--- src/sv/fbtc_pkg.sv ---
// ----------------------------------------------------------------------------
// Filter bank template classifier package
// Shared types, widths and codes of the classifier block.
// ----------------------------------------------------------------------------
`default_nettype none

package fbtc_pkg;

  localparam int CHANNELS   = 3;
  localparam int SLOTS      = 8;
  localparam int FRAC_BITS  = 12;

  localparam int RAW_W      = 8;
  localparam int MEAN_W     = FRAC_BITS + 1;
  localparam int CNT_W      = 16;
  localparam int TOL_W      = 13;
  localparam int SLOT_W     = 3;
  localparam int SLOT_IDX_W = (SLOTS > 1) ? $clog2(SLOTS) : 1;
  localparam int CH_W       = (CHANNELS > 1) ? $clog2(CHANNELS) : 1;
  localparam int DVD_W      = MEAN_W + CNT_W + 1;
  localparam int DVD_CNT_W  = $clog2(DVD_W);

  localparam logic [TOL_W-1:0] TOL_RESET = TOL_W'(410);

  typedef enum logic [1:0] {
    FUNC_SAMPLE   = 2'd0,
    FUNC_COMMIT   = 2'd1,
    FUNC_CLASSIFY = 2'd2,
    FUNC_CLEAR    = 2'd3
  } func_t;

  typedef enum logic [3:0] {
    ST_IDLE,
    ST_NORM,
    ST_NORM_WAIT,
    ST_FOLD,
    ST_FOLD_DIV,
    ST_FOLD_WAIT,
    ST_CMP,
    ST_REPORT
  } state_t;

  typedef struct packed {
    logic [1:0]        func;
    logic [RAW_W-1:0]  filter_a;
    logic [RAW_W-1:0]  filter_b;
    logic [RAW_W-1:0]  filter_c;
    logic [SLOT_W-1:0] slot;
  } in_req_t;

  typedef struct packed {
    logic              matched;
    logic [SLOT_W-1:0] matched_slot;
    logic              ambiguous;
  } out_res_t;

endpackage

`default_nettype wire

--- src/sv/fbtc_div.sv ---
// ----------------------------------------------------------------------------
// Shared restoring divider
// Produces one quotient bit per cycle; the low bits of the quotient are returned.
// ----------------------------------------------------------------------------
`default_nettype none

module fbtc_div (
  input  wire logic                       clk,
  input  wire logic                       rst_n,
  input  wire logic                       start,
  input  wire logic [fbtc_pkg::DVD_W-1:0] dividend,
  input  wire logic [fbtc_pkg::CNT_W-1:0] divisor,
  output logic                            done,
  output logic [fbtc_pkg::MEAN_W-1:0]     quotient
);
  import fbtc_pkg::*;

  logic                 run_r, run_nxt;
  logic                 done_r, done_nxt;
  logic [DVD_CNT_W-1:0] cnt_r, cnt_nxt;
  logic [DVD_W-1:0]     dvd_r, dvd_nxt;
  logic [CNT_W-1:0]     rem_r, rem_nxt;
  logic [CNT_W-1:0]     dsr_r, dsr_nxt;
  logic [CNT_W:0]       trial;
  logic                 fits;

  always_comb begin
    run_nxt  = run_r;
    done_nxt = 1'b0;
    cnt_nxt  = cnt_r;
    dvd_nxt  = dvd_r;
    rem_nxt  = rem_r;
    dsr_nxt  = dsr_r;
    trial    = {rem_r, dvd_r[DVD_W-1]};
    fits     = trial >= {1'b0, dsr_r};
    if (start) begin
      run_nxt = 1'b1;
      cnt_nxt = '0;
      dvd_nxt = dividend;
      rem_nxt = '0;
      dsr_nxt = divisor;
    end else if (run_r) begin
      rem_nxt = fits ? CNT_W'(trial - {1'b0, dsr_r}) : trial[CNT_W-1:0];
      dvd_nxt = {dvd_r[DVD_W-2:0], fits};
      cnt_nxt = cnt_r + DVD_CNT_W'(1);
      if (cnt_r == DVD_CNT_W'(DVD_W - 1)) begin
        run_nxt  = 1'b0;
        done_nxt = 1'b1;
      end
    end
  end

  always_ff @(posedge clk) begin
    if (!rst_n) begin
      run_r  <= 1'b0;
      done_r <= 1'b0;
      cnt_r  <= '0;
    end else begin
      run_r  <= run_nxt;
      done_r <= done_nxt;
      cnt_r  <= cnt_nxt;
    end
    dvd_r <= dvd_nxt;
    rem_r <= rem_nxt;
    dsr_r <= dsr_nxt;
  end

  assign done     = done_r;
  assign quotient = dvd_r[MEAN_W-1:0];

endmodule

`default_nettype wire

--- src/sv/filter_bank_template_classifier_unit.sv ---
// ----------------------------------------------------------------------------
// Filter bank template classifier
// Normalizes band magnitudes, keeps running means and matches templates.
// ----------------------------------------------------------------------------
// A request is taken when start is high and busy is low. A sample request
// normalizes the three magnitudes by their largest one and folds them into
// the working mean; a commit folds the working mean into a reference slot and
// clears it; a clear zeroes one slot. These give no result. A classify request
// compares the working mean with every slot and gives one result on the out_
// ports, marked by out_valid for a single cycle; the receiver cannot stall it.
// All divisions go through one shared divider. A sample normalizes each
// magnitude by a division, or sets all to zero when all magnitudes are zero,
// and then folds each channel in directly when it is the only held sample or
// by a division otherwise. A commit folds directly into an empty slot and by
// a division otherwise, and a clear finishes in the idle state. busy stays
// high from a taken sample, commit or classify until it is finished.
// The tolerance is written through cfg_we and cfg_wdata; the user must write
// it only while the block is idle, which the block itself does not enforce.
// Reset clears all means, counts and the reference store at once and sets the tolerance to 410.
// ----------------------------------------------------------------------------
`default_nettype none

module filter_bank_template_classifier_unit (
  input  wire logic                      clk,
  input  wire logic                      rst_n,
  input  wire logic                      start,
  output logic                           busy,
  input  wire fbtc_pkg::in_req_t         in_req,
  output logic                           out_valid,
  output fbtc_pkg::out_res_t             out_res,
  input  wire logic                      cfg_we,
  input  wire logic [fbtc_pkg::TOL_W-1:0] cfg_wdata
);
  import fbtc_pkg::*;

  state_t               state_r, state_nxt;
  in_req_t              req_r, req_nxt;
  logic [RAW_W-1:0]     max_r, max_nxt;
  logic [CH_W-1:0]      ch_r, ch_nxt;
  logic [SLOT_IDX_W-1:0] p_r, p_nxt;
  logic [CNT_W-1:0]     n_r, n_nxt;
  logic                 tgt_ref_r, tgt_ref_nxt;
  logic [DVD_W-1:0]     prod_r, prod_nxt;
  logic                 ok_r, ok_nxt;
  logic                 found_r, found_nxt;
  logic                 multi_r, multi_nxt;
  logic [SLOT_IDX_W-1:0] first_r, first_nxt;
  logic [TOL_W-1:0]     tol_r, tol_nxt;
  logic                 out_valid_r, out_valid_nxt;
  out_res_t             out_r, out_nxt;

  logic [MEAN_W-1:0]    wmean_r [CHANNELS];
  logic [MEAN_W-1:0]    wmean_nxt [CHANNELS];
  logic [CNT_W-1:0]     wcnt_r, wcnt_nxt;
  logic [MEAN_W-1:0]    norm_r [CHANNELS];
  logic [MEAN_W-1:0]    norm_nxt [CHANNELS];
  logic [MEAN_W-1:0]    ref_r [SLOTS][CHANNELS];
  logic [MEAN_W-1:0]    ref_nxt [SLOTS][CHANNELS];
  logic [CNT_W-1:0]     rcnt_r [SLOTS];
  logic [CNT_W-1:0]     rcnt_nxt [SLOTS];

  logic                 div_start;
  logic [DVD_W-1:0]     div_dvd;
  logic [CNT_W-1:0]     div_dsr;
  logic                 div_done;
  logic [MEAN_W-1:0]    div_quo;

  logic [RAW_W-1:0]     raw_cur;
  logic [RAW_W-1:0]     in_max;
  logic [MEAN_W-1:0]    cur_mean;
  logic [MEAN_W-1:0]    cur_x;
  logic [SLOT_IDX_W-1:0] sidx;
  logic [MEAN_W-1:0]    cmp_a;
  logic [MEAN_W-1:0]    cmp_b;
  logic [MEAN_W-1:0]    diff;
  logic                 last_ch;
  logic                 slot_ok;

  fbtc_div u_div (
    .clk      (clk),
    .rst_n    (rst_n),
    .start    (div_start),
    .dividend (div_dvd),
    .divisor  (div_dsr),
    .done     (div_done),
    .quotient (div_quo)
  );

  always_comb begin
    state_nxt     = state_r;
    req_nxt       = req_r;
    max_nxt       = max_r;
    ch_nxt        = ch_r;
    p_nxt         = p_r;
    n_nxt         = n_r;
    tgt_ref_nxt   = tgt_ref_r;
    prod_nxt      = prod_r;
    ok_nxt        = ok_r;
    found_nxt     = found_r;
    multi_nxt     = multi_r;
    first_nxt     = first_r;
    tol_nxt       = cfg_we ? cfg_wdata : tol_r;
    out_valid_nxt = 1'b0;
    out_nxt       = out_r;
    wmean_nxt     = wmean_r;
    wcnt_nxt      = wcnt_r;
    norm_nxt      = norm_r;
    ref_nxt       = ref_r;
    rcnt_nxt      = rcnt_r;
    div_start     = 1'b0;
    div_dvd       = prod_r;
    div_dsr       = n_r;

    in_max = (in_req.filter_a > in_req.filter_b) ? in_req.filter_a : in_req.filter_b;
    if (in_req.filter_c > in_max) begin
      in_max = in_req.filter_c;
    end

    case (ch_r)
      CH_W'(0): raw_cur = req_r.filter_a;
      CH_W'(1): raw_cur = req_r.filter_b;
      CH_W'(2): raw_cur = req_r.filter_c;
      default:  raw_cur = '0;
    endcase

    sidx     = req_r.slot[SLOT_IDX_W-1:0];
    last_ch  = ch_r == CH_W'(CHANNELS - 1);
    slot_ok  = int'(in_req.slot) < SLOTS;
    cur_mean = tgt_ref_r ? ref_r[sidx][ch_r] : wmean_r[ch_r];
    cur_x    = tgt_ref_r ? wmean_r[ch_r] : norm_r[ch_r];
    cmp_a    = ref_r[p_r][ch_r];
    cmp_b    = wmean_r[ch_r];
    diff     = (cmp_a > cmp_b) ? cmp_a - cmp_b : cmp_b - cmp_a;

    unique case (state_r)
      ST_IDLE: begin
        if (start) begin
          req_nxt = in_req;
          max_nxt = in_max;
          ch_nxt  = '0;
          p_nxt   = '0;
          unique case (func_t'(in_req.func))
            FUNC_SAMPLE: begin
              wcnt_nxt    = (wcnt_r == '1) ? wcnt_r : wcnt_r + CNT_W'(1);
              n_nxt       = wcnt_nxt;
              tgt_ref_nxt = 1'b0;
              state_nxt   = ST_NORM;
            end
            FUNC_COMMIT: begin
              if (slot_ok) begin
                rcnt_nxt[in_req.slot[SLOT_IDX_W-1:0]] =
                  (rcnt_r[in_req.slot[SLOT_IDX_W-1:0]] == '1) ?
                  rcnt_r[in_req.slot[SLOT_IDX_W-1:0]] :
                  rcnt_r[in_req.slot[SLOT_IDX_W-1:0]] + CNT_W'(1);
                n_nxt       = rcnt_nxt[in_req.slot[SLOT_IDX_W-1:0]];
                tgt_ref_nxt = 1'b1;
                state_nxt   = ST_FOLD;
              end
            end
            FUNC_CLASSIFY: begin
              ok_nxt    = 1'b1;
              found_nxt = 1'b0;
              multi_nxt = 1'b0;
              first_nxt = '0;
              state_nxt = ST_CMP;
            end
            FUNC_CLEAR: begin
              if (slot_ok) begin
                for (int c = 0; c < CHANNELS; c++) begin
                  ref_nxt[in_req.slot[SLOT_IDX_W-1:0]][c] = '0;
                end
                rcnt_nxt[in_req.slot[SLOT_IDX_W-1:0]] = '0;
              end
            end
            default: state_nxt = ST_IDLE;
          endcase
        end
      end
      ST_NORM: begin
        if (max_r == '0) begin
          norm_nxt[ch_r] = '0;
          ch_nxt         = last_ch ? '0 : ch_r + CH_W'(1);
          state_nxt      = last_ch ? ST_FOLD : ST_NORM;
        end else begin
          div_start = 1'b1;
          div_dvd   = DVD_W'({raw_cur, FRAC_BITS'(0)}) + DVD_W'(max_r >> 1);
          div_dsr   = CNT_W'(max_r);
          state_nxt = ST_NORM_WAIT;
        end
      end
      ST_NORM_WAIT: begin
        if (div_done) begin
          norm_nxt[ch_r] = div_quo;
          ch_nxt         = last_ch ? '0 : ch_r + CH_W'(1);
          state_nxt      = last_ch ? ST_FOLD : ST_NORM;
        end
      end
      ST_FOLD: begin
        if (n_r == CNT_W'(1)) begin
          if (tgt_ref_r) begin
            ref_nxt[sidx][ch_r] = cur_x;
          end else begin
            wmean_nxt[ch_r] = cur_x;
          end
          ch_nxt = last_ch ? '0 : ch_r + CH_W'(1);
          if (last_ch) begin
            state_nxt = ST_IDLE;
            if (tgt_ref_r) begin
              for (int c = 0; c < CHANNELS; c++) begin
                wmean_nxt[c] = '0;
              end
              wcnt_nxt = '0;
            end
          end
        end else begin
          prod_nxt  = DVD_W'(cur_mean) * DVD_W'(n_r - CNT_W'(1)) + DVD_W'(cur_x)
                      + DVD_W'(n_r >> 1);
          state_nxt = ST_FOLD_DIV;
        end
      end
      ST_FOLD_DIV: begin
        div_start = 1'b1;
        state_nxt = ST_FOLD_WAIT;
      end
      ST_FOLD_WAIT: begin
        if (div_done) begin
          if (tgt_ref_r) begin
            ref_nxt[sidx][ch_r] = div_quo;
          end else begin
            wmean_nxt[ch_r] = div_quo;
          end
          ch_nxt    = last_ch ? '0 : ch_r + CH_W'(1);
          state_nxt = ST_FOLD;
          if (last_ch) begin
            state_nxt = ST_IDLE;
            if (tgt_ref_r) begin
              for (int c = 0; c < CHANNELS; c++) begin
                wmean_nxt[c] = '0;
              end
              wcnt_nxt = '0;
            end
          end
        end
      end
      ST_CMP: begin
        ok_nxt = ok_r && (diff <= tol_r);
        ch_nxt = last_ch ? '0 : ch_r + CH_W'(1);
        if (last_ch) begin
          if (ok_nxt) begin
            if (found_r) begin
              multi_nxt = 1'b1;
            end else begin
              found_nxt = 1'b1;
              first_nxt = p_r;
            end
          end
          ok_nxt = 1'b1;
          p_nxt  = p_r + SLOT_IDX_W'(1);
          if (p_r == SLOT_IDX_W'(SLOTS - 1)) begin
            state_nxt = ST_REPORT;
          end
        end
      end
      ST_REPORT: begin
        out_valid_nxt        = 1'b1;
        out_nxt.matched      = found_r && !multi_r;
        out_nxt.matched_slot = (found_r && !multi_r) ? SLOT_W'(first_r) : '0;
        out_nxt.ambiguous    = multi_r;
        state_nxt            = ST_IDLE;
      end
      default: state_nxt = ST_IDLE;
    endcase
  end

  always_ff @(posedge clk) begin
    if (!rst_n) begin
      state_r     <= ST_IDLE;
      tol_r       <= TOL_RESET;
      out_valid_r <= 1'b0;
      wcnt_r      <= '0;
      for (int c = 0; c < CHANNELS; c++) begin
        wmean_r[c] <= '0;
      end
      for (int s = 0; s < SLOTS; s++) begin
        rcnt_r[s] <= '0;
        for (int c = 0; c < CHANNELS; c++) begin
          ref_r[s][c] <= '0;
        end
      end
    end else begin
      state_r     <= state_nxt;
      tol_r       <= tol_nxt;
      out_valid_r <= out_valid_nxt;
      wcnt_r      <= wcnt_nxt;
      wmean_r     <= wmean_nxt;
      rcnt_r      <= rcnt_nxt;
      ref_r       <= ref_nxt;
    end
    req_r     <= req_nxt;
    max_r     <= max_nxt;
    ch_r      <= ch_nxt;
    p_r       <= p_nxt;
    n_r       <= n_nxt;
    tgt_ref_r <= tgt_ref_nxt;
    prod_r    <= prod_nxt;
    ok_r      <= ok_nxt;
    found_r   <= found_nxt;
    multi_r   <= multi_nxt;
    first_r   <= first_nxt;
    norm_r    <= norm_nxt;
    out_r     <= out_nxt;
  end

  assign busy      = state_r != ST_IDLE;
  assign out_valid = out_valid_r;
  assign out_res   = out_r;

`ifndef SYNTHESIS
  a_strobe_single: assert property (@(posedge clk) disable iff (!rst_n)
    out_valid |=> !out_valid) else $error("result strobe longer than one cycle");

  a_classify_busy: assert property (@(posedge clk) disable iff (!rst_n)
    start && !busy && in_req.func == FUNC_CLASSIFY |=> busy)
    else $error("classify request did not start the slot walk");

  a_match_excl: assert property (@(posedge clk) disable iff (!rst_n)
    out_valid |-> !(out_res.matched && out_res.ambiguous))
    else $error("result both matched and ambiguous");

  a_slot_zero: assert property (@(posedge clk) disable iff (!rst_n)
    out_valid && !out_res.matched |-> out_res.matched_slot == '0)
    else $error("slot index given without a match");
`endif

endmodule

`default_nettype wire

--- config.mk ---
export PLATFORM = sky130hd
export DESIGN_NAME = filter_bank_template_classifier_unit
export DESIGN_NICKNAME = d
export VERILOG_FILES = /design/src/sv/fbtc_pkg.sv /design/src/sv/fbtc_div.sv /design/src/sv/filter_bank_template_classifier_unit.sv
export SDC_FILE = /design/constraint.sdc
export NUM_CORES = 2
export LEC_CHECK = 0
export BUFFER_PORTS_ARGS = -buffer_cell sky130_fd_sc_hd__buf_2
export CORE_ASPECT_RATIO = 1.25
export CORE_UTILIZATION = 40
export CTS_CLUSTER_DIAMETER = 200
export CTS_CLUSTER_SIZE = 30
export DETAILED_ROUTE_END_ITERATION = 8
export HOLD_SLACK_MARGIN = 0.02
export PLACE_DENSITY_LB_ADDON = 0.15
export SYNTH_ARGS = -nofsm -noshare
export SYNTH_HDL_FRONTEND = slang
export SYNTH_HIERARCHICAL = 1
export SYNTH_SLANG_ARGS = --single-unit
--- constraint.sdc ---
create_clock -name clk -period 12.9 [get_ports clk]
set_input_delay 2.58 -clock clk [delete_from_list [all_inputs] [get_ports clk]]
set_output_delay 2.58 -clock clk [all_outputs]
set_load 0.005 [all_outputs]
==> run_results.csv <==
group,metric,value,unit
status,outcome,"completed",
finish,finalNonFillerCells,6501,
timing,clock-skew-final,0.0528,ns
critical_path,worstPathArrival,10.75,ns
clocking,tritoncts,"done",
clocking,cts.sinks,718,
placed_design,place_ws,2.92,ns
finish,area_delta_synth_final,5.07,%
timing,finalSetupTns,0,ns
grt,grt_pass1_vias,37696,
timing,worst_pin_slew,1.39,ns
clocking,cts_setup_buffers,0,
drt,drc,0,
synth,synthTopCellsByArea,"dfxtp_1 23%, edfxtp_1 12%, fa_1 10%, a22oi_1 5.5%, nor2_1 5.4%",
critical_path,slowest_stage,"a2111oi_0",
timing,period_share,0.793,
run,cap_violations,0,
synth,synth-seq-cells,718,
synth,syn-num-nets,5552,
critical_path,cp.required,13.42,ns
die,die_x,310,um
finish,nNetsFinal,5392,
drt,viasPerCell,6.04,
power_and_ir_drop,internal_power,5.60,mW
placed_design,place_area,49000,um2
placed_design,io_buffers,52,
timing,holdWs,0.456,ns
clocking,clkTransAtPathRegs,0.12,ns
clocking,cts_inserted_buffers,27,
timing,postLayoutSetupSlackWorst,2.66,ns
power_and_ir_drop,seqPwrFrac,0.285,
critical_path,cp-start-kind,"register",
critical_path,r2r_end,"prod_r[28]",
power_and_ir_drop,combPwrFrac,0.604,
power_and_ir_drop,power.density,209,nW/um2
finish,final_common_cell,"nor2_1",
die,start_util,0.405,
drt,dr.first_iter.drc_count,4508,
power_and_ir_drop,p_leak,19.3,nW
grt,antenna_found_initial,2,
drt,num_vias,39281,
placed_design,dp_cells,6457,
timing,setup_viol,0,
critical_path,crit_path_start,"sidx[1]",
grt,overflow,0,
drt,postRouteAntennaNets,0,
die,rows,140,
critical_path,critPathMaxFanout,46,
critical_path,crit_path_end_kind,"register",
timing,rsz0062_at_grt,"no",
worst_hold_path,hold_path.class,"reg -> reg",
critical_path,critPathKind,"reg -> reg",
timing,slew_headroom,0.0497,
synth,synthCells,5084,
synth,synth.distinct_cells,103,
grt,grt_first_pass_wirelength,250000,um
clocking,ctsHoldBuffers,0,
grt,grt_util_all_layers,0.278,
timing,period_needed,10.24,ns
finish,fin_util,0.425,
die,die_area,120000,um2
placed_design,dp_hpwl,122000,um
timing,maxSlewViolCount,0,
critical_path,ff2ff_setup_slack,2.66,ns
clocking,clock-root-buffer,"clkbuf_16",
placed_design,gp_congestion,0.977,
power_and_ir_drop,pwr-share-clk,0.111,
finish,nFillCells,11626,
critical_path,critPathMaxStageDelay,1.15,ns
synth,synth_area_leader_cell,"dfxtp_1",
synth,yosys_most_used_dff,"dfxtp_1",
die,die_h,386,um
timing,hold_viol,0,
synth,synth_edf_count,183,
critical_path,crit_end,"prod_r[28]",
synth,synth_top_cell_area_share,0.226,
synth,syn_area,47300,um2
clocking,ctsHtreeMaxLevel,1,
drt,post_drt_wl_per_cell,26.0,um
finish,drive_gt1_frac,0.0938,
die,core,117000,um2
synth,async_reset_ff_frac,0,
clocking,clockBufferDepth,3,
drt,dr.pass1.iters,6,
clocking,cts.repair.resized,0,
timing,max_freq,97.7,MHz
synth,avgSynthCellArea,9.30,um2
clocking,clk_latency,0.71,ns
synth,yosysWarnings,6,
grt,grt_max_degree,91,
power_and_ir_drop,p_sw,4.81,mW
critical_path,timing.rr.start,"sidx[1]",
finish,final_cell_mix,"681 x nor2_1, 535 x dfxtp_1, 430 x inv_1",
drt,wirelength,169000,um
power_and_ir_drop,irDropWorstVdd,384,uV
critical_path,r2r_cells,31,
die,ios,53,
synth,ys_seq_area_frac,0.343,
finish,fin_area,49700,um2
power_and_ir_drop,report.power.total,10.4,mW
finish,multi_input_area,28000,um2
power_and_ir_drop,swShare,0.462,
finish,regArea,16200,um2
==> worst min path at each step <==
stage / start / end / slack (ns) / cells after the start
after CTS: rcnt_r[77] / rcnt_r[77] / 0.46 / 2
after detailed placement: rcnt_r[46] / rcnt_r[46] / 0.44 / 2
final: rcnt_r[125] / rcnt_r[125] / 0.46 / 2
after floorplan: rcnt_r[23] / rcnt_r[23] / 0.42 / 2
after global routing: rcnt_r[45] / rcnt_r[45] / 0.47 / 2
after global placement: rcnt_r[7] / rcnt_r[7] / 0.43 / 2
==> cells by family (layout without fill, tap and decap cells) <==
logic type | Yosys count | after routing | share of synthesized area
adder cells (fa/ha/maj) | 422 | 422 | 0.149
other | 0 | 3 | 0
multiplexers | 320 | 320 | 0.0997
AND/OR/NAND/NOR | 1480 | 1480 | 0.139
XOR/XNOR | 105 | 105 | 0.0200
buffers and inverters | 796 | 648 | 0.0680
AO/OA/AOI/OAI | 1243 | 1243 | 0.181
flip-flops | 718 | 718 | 0.343
==> layer usage <==
metal  part of all wire  vias to the layer above  GRT usage
met5           0.000071                        -          0
met3              0.068                      467     0.0333
met4              0.071                        2      0.171
met2               0.47                     1714      0.444
li1                   -                    17521          -
met1               0.40                    19577      0.356
==> synthesized netlist by cell type, types with 106 or more instances <==
library cell / count
and2_1: 106
mux2i_1: 126
a22oi_1: 346
nand2_1: 372
a21oi_1: 248
inv_1: 430
dfxtp_1: 535
o21ai_0: 187
mux4_2: 110
nor2_1: 686
ha_1: 184
fa_1: 238
clkbuf_1: 230
edfxtp_1: 183
a22o_1: 141
==> cell type report <==
type,instances,area share
Timing Repair Buffer,171,0.0240
Clock inverter,2,0.000252
Clock buffer,39,0.0145
Inverter,436,0.0331
Tap cell,1562,0.0393
Sequential cell,718,0.326
Antenna cell,3,0.000151
Multi-Input combinational cell,3570,0.563
==> state kept, by name, indices dropped and copies added (netlist names), 5 cells and up <==
signal       count
rcnt_r         128
u_div/cnt_r      5
norm_r          39
n_r             16
u_div/dvd_r     30
u_div/rem_r     16
max_r            8
wcnt_r          16
u_div/dsr_r     16
ref_r          312
wmean_r         39
out_res          5
req_r           24
tol_r           13
prod_r          30
==> worst max-delay path, delay by kind of cell, from the launching register on <==
kind                     cells  cell delay, ns
AND/OR/NAND/NOR              4            1.08
AO/OA/AOI/OAI               11            3.54
adder cells (fa/ha/maj)      7            3.36
flip-flops                   1            0.87
buffers and inverters        9            1.17
==> power by group through the flow <==
stage / clock network, mW / logic, mW / registers, mW
after floorplan: 0 / 4.71 / 2.89
after global placement: 0 / 6.25 / 3.01
after detailed placement: 0 / 6.27 / 3.02
after CTS: 1.18 / 6.31 / 2.97
after global routing: 1.24 / 7.07 / 2.98
final: 1.15 / 6.29 / 2.97
Note: power is estimated with default switching activity, not from simulation.
